<file path="src/hw/rtl/prrs_pkg.sv">
// Shared types and constants for the priority round-robin task manager.
// Used by the controller, the datapath, the top level and the port checker.
package prrs_pkg;

  localparam int KINDS  = 4;
  localparam int LEVELS = 3;

  // reset values of the four unit registers
  localparam logic [KINDS-1:0][3:0] UNITS_RST = {4'd4, 4'd3, 4'd2, 4'd1};

  typedef enum logic [1:0] {
    MODE_CREATE  = 2'd0,
    MODE_TIMEOUT = 2'd1,
    MODE_REQUEST = 2'd2,
    MODE_DESTROY = 2'd3
  } mode_e;

  localparam logic [1:0] STATUS_DONE    = 2'd0;
  localparam logic [1:0] STATUS_BLOCKED = 2'd1;
  localparam logic [1:0] STATUS_REJECT  = 2'd2;

  typedef struct packed {
    mode_e      mode;
    logic [3:0] process_id;
    logic [1:0] prio_level;
    logic [1:0] resource_kind;
    logic [3:0] amount;
  } cmd_t;

  typedef struct packed {
    logic [3:0] running_task;
    logic       idle;
    logic [1:0] status;
    logic [3:0] woken_count;
  } res_t;

  // datapath operation for the current cycle
  typedef enum logic [4:0] {
    OP_IDLE,
    OP_DISPATCH,
    OP_CREATE,
    OP_TO_RD,
    OP_TO_WR,
    OP_RQ_RD,
    OP_RQ_REC,
    OP_RQ_EXEC,
    OP_DS_REC,
    OP_DS_BRD,
    OP_DS_BCHK,
    OP_DS_QRD,
    OP_DS_QCHK,
    OP_DS_FREE,
    OP_SC_RD,
    OP_SC_REC,
    OP_SC_EXEC,
    OP_FIN_RD,
    OP_FIN_OUT
  } op_e;

  typedef struct packed {
    mode_e mode;
    logic  reject;
    logic  tgt_blocked;
    logic  more;
  } dp_stat_t;

endpackage

</file>
<file path="src/hw/rtl/prrs_ctrl.sv">
// Sequencer for the task manager: one state per datapath operation.
// Depends on prrs_pkg for the operation codes and the datapath status.
module prrs_ctrl (
  input  logic               clk_i,
  input  logic               rst_ni,
  input  logic               start,
  input  prrs_pkg::dp_stat_t stat_i,
  output prrs_pkg::op_e      op_o,
  output logic               latch_o,
  output logic               busy_o,
  output logic               res_valid_o
);
  import prrs_pkg::*;

  typedef enum logic [4:0] {
    S_IDLE, S_DISPATCH, S_CREATE, S_TO_RD, S_TO_WR, S_RQ_RD, S_RQ_REC, S_RQ_EXEC,
    S_DS_REC, S_DS_BRD, S_DS_BCHK, S_DS_QRD, S_DS_QCHK, S_DS_FREE,
    S_SC_RD, S_SC_REC, S_SC_EXEC, S_FIN_RD, S_FIN_OUT
  } state_e;

  state_e state_q, state_d;
  op_e    op_q;
  logic   busy_q, res_valid_q;

  function automatic op_e op_of(input state_e s);
    op_e o;
    case (s)
      S_IDLE:     o = OP_IDLE;
      S_DISPATCH: o = OP_DISPATCH;
      S_CREATE:   o = OP_CREATE;
      S_TO_RD:    o = OP_TO_RD;
      S_TO_WR:    o = OP_TO_WR;
      S_RQ_RD:    o = OP_RQ_RD;
      S_RQ_REC:   o = OP_RQ_REC;
      S_RQ_EXEC:  o = OP_RQ_EXEC;
      S_DS_REC:   o = OP_DS_REC;
      S_DS_BRD:   o = OP_DS_BRD;
      S_DS_BCHK:  o = OP_DS_BCHK;
      S_DS_QRD:   o = OP_DS_QRD;
      S_DS_QCHK:  o = OP_DS_QCHK;
      S_DS_FREE:  o = OP_DS_FREE;
      S_SC_RD:    o = OP_SC_RD;
      S_SC_REC:   o = OP_SC_REC;
      S_SC_EXEC:  o = OP_SC_EXEC;
      S_FIN_RD:   o = OP_FIN_RD;
      S_FIN_OUT:  o = OP_FIN_OUT;
      default:    o = OP_IDLE;
    endcase
    return o;
  endfunction

  always_comb begin
    state_d = state_q;
    case (state_q)
      S_IDLE:     if (start) state_d = S_DISPATCH;
      S_DISPATCH: begin
        if (stat_i.reject) begin
          state_d = S_FIN_RD;
        end else begin
          case (stat_i.mode)
            MODE_CREATE:  state_d = S_CREATE;
            MODE_TIMEOUT: state_d = S_TO_RD;
            MODE_REQUEST: state_d = S_RQ_RD;
            default:      state_d = S_DS_REC;
          endcase
        end
      end
      S_CREATE:   state_d = S_FIN_RD;
      S_TO_RD:    state_d = S_TO_WR;
      S_TO_WR:    state_d = S_FIN_RD;
      S_RQ_RD:    state_d = S_RQ_REC;
      S_RQ_REC:   state_d = S_RQ_EXEC;
      S_RQ_EXEC:  state_d = S_FIN_RD;
      S_DS_REC:   state_d = stat_i.tgt_blocked ? S_DS_BRD : S_DS_QRD;
      S_DS_BRD:   state_d = stat_i.more ? S_DS_BCHK : S_DS_FREE;
      S_DS_BCHK:  state_d = S_DS_BRD;
      S_DS_QRD:   state_d = stat_i.more ? S_DS_QCHK : S_DS_FREE;
      S_DS_QCHK:  state_d = S_DS_QRD;
      S_DS_FREE:  state_d = S_SC_RD;
      S_SC_RD:    state_d = stat_i.more ? S_SC_REC : S_FIN_RD;
      S_SC_REC:   state_d = S_SC_EXEC;
      S_SC_EXEC:  state_d = S_SC_RD;
      S_FIN_RD:   state_d = S_FIN_OUT;
      S_FIN_OUT:  state_d = S_IDLE;
      default:    state_d = S_IDLE;
    endcase
  end

  always_ff @(posedge clk_i or negedge rst_ni) begin
    if (!rst_ni) begin
      state_q     <= S_IDLE;
      op_q        <= OP_IDLE;
      busy_q      <= 1'b0;
      res_valid_q <= 1'b0;
    end else begin
      state_q     <= state_d;
      op_q        <= op_of(state_d);
      busy_q      <= (state_d != S_IDLE);
      res_valid_q <= (state_d == S_FIN_OUT);
    end
  end

  assign op_o        = op_q;
  assign latch_o     = (state_q == S_IDLE) && start;
  assign busy_o      = busy_q;
  assign res_valid_o = res_valid_q;

endmodule

</file>
<file path="src/hw/rtl/prrs_dpath.sv">
// Datapath of the task manager: ready queue, blocked list and task record
// memories, queue pointers and unit counters. Depends on prrs_pkg.
module prrs_dpath #(
  parameter int TASKS    = 16,
  parameter int UNIT_MAX = 15
) (
  input  logic               clk_i,
  input  logic               rst_ni,
  input  prrs_pkg::cmd_t     cmd_i,
  input  logic               latch_i,
  input  prrs_pkg::op_e      op_i,
  input  logic               cfg_we_i,
  input  logic [1:0]         cfg_index_i,
  input  logic [3:0]         cfg_data_i,
  output prrs_pkg::dp_stat_t stat_o,
  output prrs_pkg::res_t     res_o
);
  import prrs_pkg::*;

  localparam int TW  = $clog2(TASKS);
  localparam int CW  = $clog2(TASKS + 1);
  localparam int QD  = LEVELS * TASKS;
  localparam int QAW = $clog2(QD);
  localparam int UW  = $clog2(UNIT_MAX + 1);
  localparam int AW  = (UW > 4) ? UW : 4;

  typedef struct packed {
    logic [1:0]                prio;
    logic [1:0]                wkind;
    logic [3:0]                wunits;
    logic [KINDS-1:0][UW-1:0]  held;
  } rec_t;

  // storage
  logic [TW-1:0] rq_mem [QD];
  logic [TW-1:0] bl_mem [TASKS];
  rec_t          rec_mem [TASKS];

  logic [TW-1:0] rq_rd_q, bl_rd_q;
  logic          rq_zero_q, rec_zero_q;
  rec_t          rec_rd_q;
  logic          slot0_ok_q;

  cmd_t                       cmd_q;
  logic [TASKS-1:0]           valid_q, blk_q, rv_q;
  logic [LEVELS-1:0][TW-1:0]  heads_q;
  logic [LEVELS-1:0][CW-1:0]  counts_q;
  logic [KINDS-1:0][UW-1:0]   avail_q;
  logic [CW-1:0]              total_q, idx_q, kept_q;
  logic [TW-1:0]              tgt_q;
  logic                       found_q;
  logic [3:0]                 woken_q;
  logic [1:0]                 status_q;

  function automatic logic [QAW-1:0] qaddr(input logic [1:0] lv, input logic [TW-1:0] head,
                                           input logic [CW-1:0] p);
    logic [CW:0] pos;
    pos = (CW+1)'(head) + (CW+1)'(p);
    if (pos >= (CW+1)'(TASKS)) pos = pos - (CW+1)'(TASKS);
    return QAW'(32'(lv) * TASKS + 32'(pos));
  endfunction

  function automatic logic [UW-1:0] sat(input logic [UW-1:0] a, input logic [AW-1:0] b);
    logic [AW:0] s;
    s = (AW+1)'(a) + (AW+1)'(b);
    return (s > (AW+1)'(UNIT_MAX)) ? UW'(UNIT_MAX) : UW'(s);
  endfunction

  function automatic logic [UW-1:0] clamp(input logic [3:0] v);
    return (32'(v) > UNIT_MAX) ? UW'(UNIT_MAX) : UW'(v);
  endfunction

  function automatic logic [1:0] lvl(input logic [1:0] p);
    return (32'(p) < LEVELS) ? p : 2'd0;
  endfunction

  function automatic logic [TW-1:0] inc_head(input logic [TW-1:0] h);
    return (32'(h) == TASKS - 1) ? '0 : h + TW'(1);
  endfunction

  // derived values
  logic [TW-1:0]  rq_data, bl_data, idt;
  rec_t           rec_data;
  logic           top_any, id_in, fits, more;
  logic [1:0]     top_lv, cprio, rlv;
  logic [1:0]     kind;

  assign rq_data  = rq_zero_q ? '0 : rq_rd_q;
  assign bl_data  = bl_rd_q;
  assign rec_data = rec_zero_q ? '0 : rec_rd_q;
  assign idt      = TW'(cmd_q.process_id);
  assign id_in    = 32'(cmd_q.process_id) < TASKS;
  assign cprio    = lvl(cmd_q.prio_level);
  assign rlv      = lvl(rec_data.prio);
  assign kind     = cmd_q.resource_kind;
  assign top_any  = (counts_q[0] != '0) || (counts_q[1] != '0) || (counts_q[2] != '0);

  always_comb begin
    if (counts_q[2] != '0)      top_lv = 2'd2;
    else if (counts_q[1] != '0) top_lv = 2'd1;
    else                        top_lv = 2'd0;
  end

  // memory port controls
  logic             rq_we, rq_re, bl_we, bl_re, rec_we, rec_re;
  logic [QAW-1:0]   rq_waddr, rq_raddr;
  logic [TW-1:0]    rq_wdata, bl_waddr, bl_wdata, rec_waddr, rec_raddr;
  rec_t             rec_wdata;

  always_comb begin
    rq_we     = 1'b0;
    rq_re     = 1'b0;
    rq_waddr  = qaddr(top_lv, heads_q[top_lv], counts_q[top_lv]);
    rq_raddr  = qaddr(top_lv, heads_q[top_lv], '0);
    rq_wdata  = rq_data;
    bl_we     = 1'b0;
    bl_re     = 1'b0;
    bl_waddr  = kept_q[TW-1:0];
    bl_wdata  = tgt_q;
    rec_we    = 1'b0;
    rec_re    = 1'b0;
    rec_waddr = tgt_q;
    rec_raddr = tgt_q;
    rec_wdata = rec_data;
    fits      = 1'b0;
    more      = 1'b0;
    case (op_i)
      OP_CREATE: begin
        rq_we     = counts_q[cprio] < CW'(TASKS);
        rq_waddr  = qaddr(cprio, heads_q[cprio], counts_q[cprio]);
        rq_wdata  = idt;
        rec_we    = 1'b1;
        rec_waddr = idt;
        rec_wdata = '0;
        rec_wdata.prio = cprio;
      end
      OP_TO_RD, OP_RQ_RD, OP_FIN_RD: rq_re = 1'b1;
      OP_TO_WR: rq_we = 1'b1;
      OP_RQ_REC: begin
        rec_re    = 1'b1;
        rec_raddr = rq_data;
      end
      OP_RQ_EXEC: begin
        fits   = AW'(avail_q[kind]) >= AW'(cmd_q.amount);
        rec_we = 1'b1;
        if (fits) begin
          rec_wdata.held[kind] = sat(rec_data.held[kind], AW'(cmd_q.amount));
        end else begin
          rec_wdata.wkind  = kind;
          rec_wdata.wunits = cmd_q.amount;
          bl_we            = total_q < CW'(TASKS);
          bl_waddr         = total_q[TW-1:0];
        end
      end
      OP_DS_REC: rec_re = 1'b1;
      OP_DS_BRD, OP_SC_RD: begin
        more  = idx_q < total_q;
        bl_re = more;
      end
      OP_DS_BCHK: begin
        bl_we    = bl_data != tgt_q;
        bl_wdata = bl_data;
      end
      OP_DS_QRD: begin
        // after the hit, each step moves slot p+1 down to slot p
        more     = found_q ? ((CW+1)'(idx_q) + (CW+1)'(1) < (CW+1)'(counts_q[rlv]))
                           : (idx_q < counts_q[rlv]);
        rq_re    = more;
        rq_raddr = qaddr(rlv, heads_q[rlv], found_q ? idx_q + CW'(1) : idx_q);
      end
      OP_DS_QCHK: begin
        rq_we    = found_q;
        rq_waddr = qaddr(rlv, heads_q[rlv], idx_q);
      end
      OP_SC_REC: begin
        rec_re    = 1'b1;
        rec_raddr = bl_data;
      end
      OP_SC_EXEC: begin
        fits = AW'(rec_data.wunits) <= AW'(avail_q[rec_data.wkind]);
        if (fits) begin
          rec_we = 1'b1;
          rec_wdata.held[rec_data.wkind] = sat(rec_data.held[rec_data.wkind],
                                               AW'(rec_data.wunits));
          rec_wdata.wkind  = '0;
          rec_wdata.wunits = '0;
          rq_we    = counts_q[rlv] < CW'(TASKS);
          rq_waddr = qaddr(rlv, heads_q[rlv], counts_q[rlv]);
          rq_wdata = tgt_q;
        end else begin
          bl_we = 1'b1;
        end
      end
      default: ;
    endcase
  end

  // memories
  always_ff @(posedge clk_i) begin
    if (rq_we) rq_mem[rq_waddr] <= rq_wdata;
    if (rq_re) begin
      rq_rd_q   <= rq_mem[rq_raddr];
      rq_zero_q <= (rq_raddr == '0) && !slot0_ok_q;
    end
  end

  always_ff @(posedge clk_i) begin
    if (bl_we) bl_mem[bl_waddr] <= bl_wdata;
    if (bl_re) bl_rd_q <= bl_mem[idx_q[TW-1:0]];
  end

  always_ff @(posedge clk_i) begin
    if (rec_we) rec_mem[rec_waddr] <= rec_wdata;
    if (rec_re) begin
      rec_rd_q   <= rec_mem[rec_raddr];
      rec_zero_q <= !rv_q[rec_raddr];
    end
  end

  always_ff @(posedge clk_i) begin
    if (latch_i) cmd_q <= cmd_i;
  end

  // control state
  always_ff @(posedge clk_i or negedge rst_ni) begin
    if (!rst_ni) begin
      valid_q    <= TASKS'(1);
      blk_q      <= '0;
      rv_q       <= '0;
      heads_q    <= '0;
      // queue 0 holds the init task
      counts_q   <= (LEVELS*CW)'(1);
      total_q    <= '0;
      for (int k = 0; k < KINDS; k++) avail_q[k] <= clamp(UNITS_RST[k]);
      slot0_ok_q <= 1'b0;
      tgt_q      <= '0;
      idx_q      <= '0;
      kept_q     <= '0;
      found_q    <= 1'b0;
      woken_q    <= '0;
      status_q   <= STATUS_DONE;
    end else begin
      if (cfg_we_i) avail_q[cfg_index_i] <= clamp(cfg_data_i);
      if (rq_we && rq_waddr == '0) slot0_ok_q <= 1'b1;
      if (rec_we) rv_q[rec_waddr] <= 1'b1;
      if (latch_i) begin
        status_q <= STATUS_DONE;
        woken_q  <= '0;
        idx_q    <= '0;
        kept_q   <= '0;
        found_q  <= 1'b0;
      end
      case (op_i)
        OP_DISPATCH: begin
          tgt_q <= idt;
          if (stat_o.reject) status_q <= STATUS_REJECT;
        end
        OP_CREATE: begin
          valid_q[idt] <= 1'b1;
          blk_q[idt]   <= 1'b0;
          if (counts_q[cprio] < CW'(TASKS)) counts_q[cprio] <= counts_q[cprio] + CW'(1);
        end
        OP_TO_WR: heads_q[top_lv] <= inc_head(heads_q[top_lv]);
        OP_RQ_REC: tgt_q <= rq_data;
        OP_RQ_EXEC: begin
          if (fits) begin
            avail_q[kind] <= avail_q[kind] - UW'(cmd_q.amount);
          end else begin
            // the requester is the head, so dropping it just advances the head
            heads_q[top_lv]  <= inc_head(heads_q[top_lv]);
            counts_q[top_lv] <= counts_q[top_lv] - CW'(1);
            blk_q[tgt_q]     <= 1'b1;
            if (total_q < CW'(TASKS)) total_q <= total_q + CW'(1);
            status_q <= STATUS_BLOCKED;
          end
        end
        OP_DS_BRD: if (!more) total_q <= kept_q;
        OP_DS_BCHK: begin
          if (bl_data != tgt_q) kept_q <= kept_q + CW'(1);
          idx_q <= idx_q + CW'(1);
        end
        OP_DS_QRD: if (!more && found_q) counts_q[rlv] <= counts_q[rlv] - CW'(1);
        OP_DS_QCHK: begin
          if (found_q) idx_q <= idx_q + CW'(1);
          else if (rq_data == tgt_q) found_q <= 1'b1;
          else idx_q <= idx_q + CW'(1);
        end
        OP_DS_FREE: begin
          for (int k = 0; k < KINDS; k++) avail_q[k] <= sat(avail_q[k], AW'(rec_data.held[k]));
          rv_q[tgt_q]    <= 1'b0;
          valid_q[tgt_q] <= 1'b0;
          blk_q[tgt_q]   <= 1'b0;
          idx_q          <= '0;
          kept_q         <= '0;
        end
        OP_SC_RD: if (!more) total_q <= kept_q;
        OP_SC_REC: tgt_q <= bl_data;
        OP_SC_EXEC: begin
          idx_q <= idx_q + CW'(1);
          if (fits) begin
            avail_q[rec_data.wkind] <= avail_q[rec_data.wkind] - UW'(rec_data.wunits);
            blk_q[tgt_q] <= 1'b0;
            if (counts_q[rlv] < CW'(TASKS)) counts_q[rlv] <= counts_q[rlv] + CW'(1);
            if (woken_q != 4'hF) woken_q <= woken_q + 4'd1;
          end else begin
            kept_q <= kept_q + CW'(1);
          end
        end
        default: ;
      endcase
    end
  end

  // status back to the sequencer
  always_comb begin
    stat_o.mode        = cmd_q.mode;
    stat_o.tgt_blocked = blk_q[tgt_q];
    stat_o.more        = more;
    case (cmd_q.mode)
      MODE_CREATE:  stat_o.reject = !(id_in && !valid_q[idt] && 32'(cmd_q.prio_level) < LEVELS);
      MODE_TIMEOUT: stat_o.reject = !top_any;
      MODE_REQUEST: stat_o.reject = !top_any;
      default:      stat_o.reject = !(id_in && valid_q[idt]);
    endcase
  end

  assign res_o.running_task = top_any ? 4'(rq_data) : 4'd0;
  assign res_o.idle         = !top_any;
  assign res_o.status       = status_q;
  assign res_o.woken_count  = woken_q;

endmodule

</file>
<file path="src/hw/rtl/priority_rr_scheduler_with_resources.sv">
// Task manager with three priority ready queues and four resource kinds.
// Top level: instantiates prrs_ctrl and prrs_dpath; uses prrs_pkg.
//
// Usage:
//   Command channel: cmd_i is taken at a rising edge with start high and busy
//   low. busy stays high until the result has been shown.
//   Result channel: res_o is valid for exactly one cycle with res_valid_o;
//   the receiver cannot stall it. One result per command.
//   Config channel: cfg_index_i / cfg_data_i are written when cfg_valid_i and
//   cfg_ready_o are high; ready is high whenever the block is not busy. A
//   write loads the available count of that kind, clipped to UNIT_MAX.
// Sequence per command: a rejected command goes straight to the result read;
//   create writes the queue and task record; timeout reads the head and
//   requeues it; request reads the head, its record, then grants or blocks;
//   destroy searches the blocked list or the target's ready queue, frees its
//   units and scans the blocked list to wake tasks whose wait now fits.
// A new command is taken in the cycle after the result.
// Reset: task 0 ready at priority 0, blocked list empty, counts from reset.
module priority_rr_scheduler_with_resources #(
  parameter int TASKS    = 16,
  parameter int UNIT_MAX = 15
) (
  input  logic           clk_i,
  input  logic           rst_ni,
  input  logic           start,
  output logic           busy,
  input  prrs_pkg::cmd_t cmd_i,
  output logic           res_valid_o,
  output prrs_pkg::res_t res_o,
  input  logic           cfg_valid_i,
  output logic           cfg_ready_o,
  input  logic [1:0]     cfg_index_i,
  input  logic [3:0]     cfg_data_i
);
  import prrs_pkg::*;

  op_e      op;
  logic     latch;
  dp_stat_t stat;

  assign cfg_ready_o = !busy;

  prrs_ctrl u_ctrl (
    .clk_i       (clk_i),
    .rst_ni      (rst_ni),
    .start       (start),
    .stat_i      (stat),
    .op_o        (op),
    .latch_o     (latch),
    .busy_o      (busy),
    .res_valid_o (res_valid_o)
  );

  prrs_dpath #(
    .TASKS    (TASKS),
    .UNIT_MAX (UNIT_MAX)
  ) u_dpath (
    .clk_i       (clk_i),
    .rst_ni      (rst_ni),
    .cmd_i       (cmd_i),
    .latch_i     (latch),
    .op_i        (op),
    .cfg_we_i    (cfg_valid_i && cfg_ready_o),
    .cfg_index_i (cfg_index_i),
    .cfg_data_i  (cfg_data_i),
    .stat_o      (stat),
    .res_o       (res_o)
  );

endmodule

</file>
<file path="config.mk">
export PLATFORM = sky130hd
export DESIGN_NAME = priority_rr_scheduler_with_resources
export DESIGN_NICKNAME = d
export VERILOG_FILES = /design/src/hw/rtl/prrs_pkg.sv /design/src/hw/rtl/prrs_ctrl.sv /design/src/hw/rtl/prrs_dpath.sv /design/src/hw/rtl/priority_rr_scheduler_with_resources.sv
export SDC_FILE = /design/constraint.sdc
export NUM_CORES = 1
export LEC_CHECK = 0
export ABC_CLOCK_PERIOD_IN_PS = 13700
export BUFFER_PORTS_ARGS = -buffer_cell sky130_fd_sc_hd__buf_2
export CAP_MARGIN = 10
export CORE_MARGIN = 2
export CORE_UTILIZATION = 45
export DETAILED_ROUTE_END_ITERATION = 16
export PLACE_DENSITY = 0.6
export SLEW_MARGIN = 40
export SYNTH_ARGS = -nofsm -noshare
export SYNTH_HDL_FRONTEND = slang
export SYNTH_HIERARCHICAL = 1
export SYNTH_SLANG_ARGS = --single-unit
export TNS_END_PERCENT = 5
</file>
<file path="constraint.sdc">
create_clock -name clk_i -period 13.7 [get_ports clk_i]
set_input_delay 0.685 -clock clk_i [delete_from_list [all_inputs] [get_ports clk_i]]
set_output_delay 0.685 -clock clk_i [all_outputs]
set_load 0.02 [all_outputs]
</file>
# --- Yosys cells after proc, flatten, opt, wreduce, memory -nomap -nowiden ---
# Memory sizes are Yosys's and may differ from the RTL's. A register that Yosys moved wholly into a read port is not among the register bits.
# Index checks and enable logic that the tools add are counted.
# Widths: inputs -> output; s select.
totals:
  wordCells: 387
  register_bits: 141
  mem_bits_ro: 160
  input_bits: 24
  mem_count: 4
  output_inout_bits: 14
  ramBits: 640
op_classes:
  eq_ne: 48
  n_bitwise: 9
  reduce_logical: 51
  order_cmp: 41
  n_addsub: 35
  n_mux: 168
mem_list:
  columns: ["memory", "words", "word_bits", "rd", "rd_clocked_by_memory_dff", "write_ports", "line_no", "text"]
  rows:
  - ["u_dpath.rec_mem", 16, 24, 1, 1, 1, "prrs_dpath.sv:37", "rec_t rec_mem [TASKS];"]
  - ["u_dpath.rq_mem", 48, 4, 1, 1, 1, "prrs_dpath.sv:35", "logic [TW-1:0] rq_mem [QD];"]
  - ["(name not given)", 32, 5, 1, 1, 0, "prrs_ctrl.sv:27", "case (s)"]
  - ["u_dpath.bl_mem", 16, 4, 1, 1, 1, "prrs_dpath.sv:36", "logic [TW-1:0] bl_mem [TASKS];"]
op_table:
  columns: ["cell", "n"]
  rows:
  - ["$mux 16", 8]
  - ["$mux 4", 29]
  - ["$mux 5", 19]
  - ["$mux 6", 14]
  - ["$bwmux 16", 5]
  - ["$eq 5x4->1 const B", 16]
  - ["$mux 15", 5]
  - ["$pmux 5 s15", 1]
  - ["$pmux 22 s3", 1]
  - ["$and 16x16->16", 4]
  - ["$pmux 16 s4", 1]
  - ["$bwmux 15", 4]
  - ["$pmux 15 s4", 1]
  - ["$bmux 4 s2", 7]
  - ["$or 16x16->16", 3]
  - ["$pmux 16 s3", 1]
  - ["$eq 5x3->1 const B", 8]
  - ["$add 6x6->6", 6]
  - ["$demux 4 s2", 4]
  - ["$not 16->16", 2]
  - ["$pmux 16 s2", 1]
  - ["$add 4x4->5", 6]
  - ["$add 4x5->6", 5]
  - ["$bmux 5 s2", 3]
  - ["67 further kinds", 198]

# --- Longest topological paths before layout ---
logic_depth:
  depth_word: 15
  depth_mapped: 26
  depth_no_buf: 21

# --- By module ---
# Netlist, hierarchy kept.
modules_own_cells:
  columns: ["mod", "instances", "seq_area_each_um2", "area_each_um2", "cells_per_inst"]
  rows:
  - ["prrs_dpath", 1, 23621.4, 39576.7, 3514]
  - ["prrs_ctrl", 1, 300.3, 720.7, 75]
  - ["priority_rr_scheduler_with_resources", 1, 0.0, 10.0, 2]

# --- Worst setup path before layout ---
# OpenSTA, ideal clock, no wires.
synth_timing:
  path_kind: "reg2reg"
  start: "reg, netlist name u_dpath/rec_rd_q[21]"
  end: "mem u_dpath/rq_mem[0][2] in the netlist's numbering (data pin)"
  stages_incl_launch_ff: 14
  setup_slack_ns: 8.295
  required_ns: 13.122
  setup_time_ns: 0.578
  synth_period_minus_slack_ns: 5.405
  n_path_buf: 3
  arrival_ns: 4.827
  path_cell_list: "edfxtp_1 -> clkbuf_1 -> clkbuf_1 -> nand2b_1 -> nor2_1 -> a21oi_1 -> o22ai_1 -> ha_1 -> fa_1 -> a21boi_0 -> o21ai_0 -> clkbuf_1 -> mux2i_1 -> o21ai_0"
synth_via:
  elab_chain_len: 6
synth_lines:
  columns: ["item", "line_no", "text"]
  rows:
  - ["$mux 24", "prrs_dpath.sv:90", "assign rec_data = rec_zero_q ? '0 : rec_rd_q;"]
  - ["$bmux 4 s2", "prrs_dpath.sv:180", "fits = AW'(rec_data.wunits) <= AW'(avail_q[rec_data.wkind]);"]
  - ["$mux 4 (implied by the code)", "prrs_dpath.sv:180", null]
  - ["$le 4x4->1", "prrs_dpath.sv:180", null]
  - ["$mux 4", "prrs_dpath.sv:181", "if (fits) begin"]
  - ["$pmux 4 s2", "prrs_dpath.sv:127", "case (op_i)"]
  - ["named net u_dpath.rq_wdata[2]", "prrs_dpath.sv:107", "logic [TW-1:0] rq_wdata, bl_waddr, bl_wdata, rec_waddr, rec_raddr;"]
  - ["end, declared", "prrs_dpath.sv:35", null]
# The timed path passes the listed nets, and every way through them passes these cells. The select of a mux whose other input is x is not followed.

# --- Final worst setup path ---
layout_timing:
  start: "reg u_dpath.rec_zero_q"
  end: "mem u_dpath/rq_mem[46][3] in the netlist's numbering (enable)"
layout_via:
  elab_chain_len: 13
  elab_cells_between_ends: 30
  cone_classes: "add/sub: 6; order compare: 5; mux: 19"
layout_lines:
  columns: ["item", "line_no", "text"]
  rows:
  - ["start, declared", "prrs_dpath.sv:40", "logic rq_zero_q, rec_zero_q;"]
  - ["start signal, assigned", "prrs_dpath.sv:216", "rec_zero_q <= !rv_q[rec_raddr];"]
  - ["$mux 24 (*)", "prrs_dpath.sv:90", null]
  - ["$lt 2x2->1", "prrs_dpath.sv:74", "return (32'(p) < LEVELS) ? p : 2'd0;"]
  - ["$mux 2", "prrs_dpath.sv:74", null]
  - ["$bmux 4 s2 / $bmux 5 s2 (equally long branches)", "prrs_dpath.sv:173, prrs_dpath.sv:188, prrs_dpath.sv:187", null]
  - ["$mux 4 (implied by the code) / $mux 5 (equally long branches)", "prrs_dpath.sv:173, prrs_dpath.sv:188, prrs_dpath.sv:187", null]
  - ["$add 4x5->6", "prrs_dpath.sv:58", "pos = (CW+1)'(head) + (CW+1)'(p);"]
  - ["$sub 6x5->6 / $ge 6x5->1 (equally long branches)", "prrs_dpath.sv:59", "if (pos >= (CW+1)'(TASKS)) pos = pos - (CW+1)'(TASKS);"]
  - ["$mux 6", "prrs_dpath.sv:59", null]
  - ["$mux 6", "prrs_dpath.sv:181", null]
  - ["$mux 6", "prrs_dpath.sv:127", null]
  - ["$add 6x6->6", "prrs_dpath.sv:60", "return QAW'(32'(lv) * TASKS + 32'(pos));"]
  - ["$mux 6", "prrs_dpath.sv:181", null]
  - ["$pmux 6 s3", "prrs_dpath.sv:127", null]
# Every way passes the cells marked *; elsewhere a longest branch is shown, timed or not. The select of a mux whose other input is x is not followed.

==> impl_metrics.json <==
{
  "layout_commonest_cell": "nand2_1",
  "synth.area.top_cells": "edfxtp_1, dfrtp_1, nand2_1",
  "pre_cts_slack_ns": 7.02,
  "seqPwrFrac_pct": 32.4,
  "timing.final.crit_share_pct": 49.4,
  "ys.flop_type": "edfxtp_1",
  "clockRootBuffer": "clkbuf_16",
  "drv_slew": 0,
  "rows": 109,
  "dp_hpwl_um": 73200,
  "synth-seq-cells": 818,
  "crit_arrival_ns": 7.09,
  "grt_max_degree": 80,
  "power_density_mw_per_mm2": 250,
  "hold_viol_final": 0,
  "grt_use_total_pct": 25.1,
  "syn_area_sq_mm": 0.0403,
  "routed_wl_um": 116000,
  "synth_cells": 3591,
  "drv_cap": 0,
  "path_clk_slew_ns": 0.07,
  "area.growth.synth_to_final_pct": 11.4,
  "critPathKind": "register to register",
  "floorplan.die_area_sq_mm": 0.0920,
  "grt_pass1_wl_um": 175000,
  "htree_levels": 3,
  "seqCellArea_sq_mm": 0.0239,
  "viasPerCell": 6.08,
  "grt_antenna_before_repair": 0,
  "worst_pin_slew_ns": 0.867,
  "syn_nets": 3714,
  "start_kind": "register",
  "fp.dieW_um": 303,
  "p_sw_mw": 4.92,
  "place_congestion": 0.931,
  "n_fill_cell": 7774,
  "clk_path_buf_depth": 3,
  "clkLatencyLatePin_ns": 0.69,
  "synth_top_area_share_pct": 51.3,
  "grt_overflow_total": 0,
  "status": "complete, no violations",
  "p_int_mw": 6.32,
  "layout-drive-gt1-share_pct": 10.8,
  "finalClockSkew_ns": 0.0439,
  "drtAntennaViolNets": 0,
  "final.setup.worst_slack_ns": 6.94,
  "synth_cell_types": 93,
  "fin_nets": 3703,
  "cts_tree": "done",
  "cts_buffers": 88,
  "p_sw_share_pct": 43.8,
  "synthArstFlopShare_pct": 15.9,
  "postCtsSetupRepairBufs": 0,
  "slew-limit-headroom_pct": 42.1,
  "setup_viol": 0,
  "drt_pass1_iterations": 6,
  "io_pins": 38,
  "min_path_type": "primary input to asynchronous set/reset pin",
  "cp.required_ns": 14.03,
  "finalSetupTns_ns": 0,
  "synth_edf_count": 688,
  "cp-end-kind": "register",
  "ctsHoldBuffers": 0,
  "vdd_drop_max_uv": 204,
  "core-area_sq_mm": 0.0885,
  "p_leak_nw": 16.6,
  "dr_total_vias": 29300,
  "max_freq_mhz": 148,
  "io_buffers": 37,
  "rsz0062_at_grt": "false",
  "power_frac_clock_pct": 20.5,
  "wl_per_cell_um": 24.1,
  "die_h_um": 303,
  "yosys_warnings": 6,
  "cts_resized": 0,
  "drc": 0,
  "critPathMaxFanout": 22,
  "synth_area_leader_cell": "edfxtp_1",
  "period_needed_ns": 6.76,
  "insertedDiodeCount": 0,
  "avgSynthCellArea_sq_um": 11.2,
  "drt_first_iter_violations": 2732,
  "final_cell_mix": "nand2_1, edfxtp_1, a21oi_1",
  "start_util_pct": 45.5,
  "pwr-share-comb_pct": 47.1,
  "multi_input_area_sq_mm": 0.0156,
  "first_global_vias": 27700,
  "cts.sinks": 818,
  "synth-seq-area-share_pct": 59.3
}
[synthesized netlist by cell type, types with 26 or more instances]
library cell / n
a21o_1: 34
buf_2: 27
inv_1: 74
and3_1: 58
nand2_1: 740
a221oi_1: 26
mux4_2: 29
clkbuf_1: 167
mux2i_1: 94
a311oi_1: 83
nor2b_1: 35
o21ai_0: 114
nand3_1: 180
a21oi_1: 201
edfxtp_1: 688
nor3_1: 62
xnor2_1: 37
ha_1: 88
dfrtp_1: 123
nor2_1: 202
a31oi_1: 45
[registers in the layout, indices dropped and copies added, names as in the netlist, 4 cells and up]
signal and cells:
u_dpath/rec_mem 384, u_dpath/rq_rd_q 4, u_ctrl/state_q 5, u_dpath/bl_mem 64, u_ctrl/op_o 5, u_dpath/total_q 5
u_dpath/cmd_q 6, u_dpath/woken_q 4, u_dpath/blk_q 16, u_dpath/bl_data 4, u_dpath/avail_q 16, u_dpath/valid_q 16
u_dpath/tgt_q 4, u_dpath/counts_q 15, u_dpath/rq_mem 192, u_dpath/heads_q 12, u_dpath/rv_q 16, u_dpath/idx_q 5
u_dpath/rec_rd_q 24, u_dpath/kept_q 5, u_dpath/idt 4
[metrics by stage]
step           hold slack, ns  total power, mW  instance area, sq um  util [%]  cells
2_1_floorplan           0.389             7.13                 40300         -   3591
3_3_place_gp            0.466             8.83                 42000      47.4   4649
3_5_place_dp            0.475             8.89                 42000      47.5   4653
6_report               0.0117             11.2                 44900      50.7   4817
5_1_grt                0.0497             11.9                 44900      50.7   4817
4_1_cts               0.00625             11.2                 44800      50.6   4815
[layer usage]
layer / up-vias / track usage, % / wire [um]
li1: 13400 / - / -
met1: 14500 / 35.3 / 49900
met2: 1178 / 40.7 / 54500
met3: 211 / 3.24 / 7800
met4: 0 / 8.05 / 3630
met5: - / 0 / 0
[cells by family (layout without fill, tap and decap cells)]
group / count (synthesis) / count (layout) / synth area share [%]
XOR/XNOR: 56 / 56 / 1.24
multiplexers: 144 / 144 / 4.54
AND/OR/NAND/NOR: 1417 / 1417 / 15.8
AO/OA/AOI/OAI: 754 / 754 / 12.8
adder cells (fa/ha/maj): 101 / 101 / 3.33
buffers and inverters: 301 / 362 / 3.00
flip-flops: 818 / 818 / 59.3
[worst paths after layout]
| check | start | to | slack, ns | depth (start not counted) |
|---|---|---|---|---|
| setup / recovery | u_dpath/rec_zero_q | u_dpath/rq_mem[46][3] | 6.94 | 21 |
| min in group clk_i | cmd_i[0] | u_dpath/cmd_q[0] | 0.18 | 1 |
| hold reg to reg | u_dpath/valid_q[13] | u_dpath/valid_q[13] | 0.49 | 2 |
| hold / removal | rst_ni | u_dpath/avail_q[13] | 0.01 | 1 |
| max in group asynchronous | rst_ni | u_dpath/idx_q[1] | 12.54 | 2 |
| setup reg to reg | u_dpath/rec_zero_q | u_dpath/rq_mem[46][3] | 6.94 | 21 |
[layout make-up]
type	instances	share of cell area, %
flip-flops and latches	818	53.3
multi-input cells	2472	34.6
clock buffers	114	5.21
well taps	1165	3.25
repair buffers	125	1.98
clock inverters	48	1.01
inverters	75	0.627
[power by group through the flow]
stage / Sequential [mW] / Combinational (mW) / Clock (mW)
after CTS: 3.63 / 5.24 / 2.35
after floorplan: 3.52 / 3.61 / 0
after detailed placement: 3.67 / 5.22 / 0
after global placement: 3.68 / 5.15 / 0
final: 3.64 / 5.29 / 2.31
after global routing: 3.67 / 5.76 / 2.44
[critical path, stage by stage (launching register included)]
cell and delay (ns):
edfxtp_1 0.60, inv_1 0.61, nand2_1 0.22, inv_1 0.12, ha_1 0.55, nor2b_1 0.59
nand2_1 0.10, o21ai_0 0.22, ha_1 0.27, inv_1 0.06, fa_1 0.40, inv_1 0.07
a21oi_1 0.07, nor3b_1 0.22, o21a_1 0.14, ha_1 0.22, a22o_1 0.20, a221oi_2 0.17
buf_4 0.32, nor2b_1 0.74, nand2_1 0.16, nor2_1 0.33
Power figures use the tool's default switching activity.
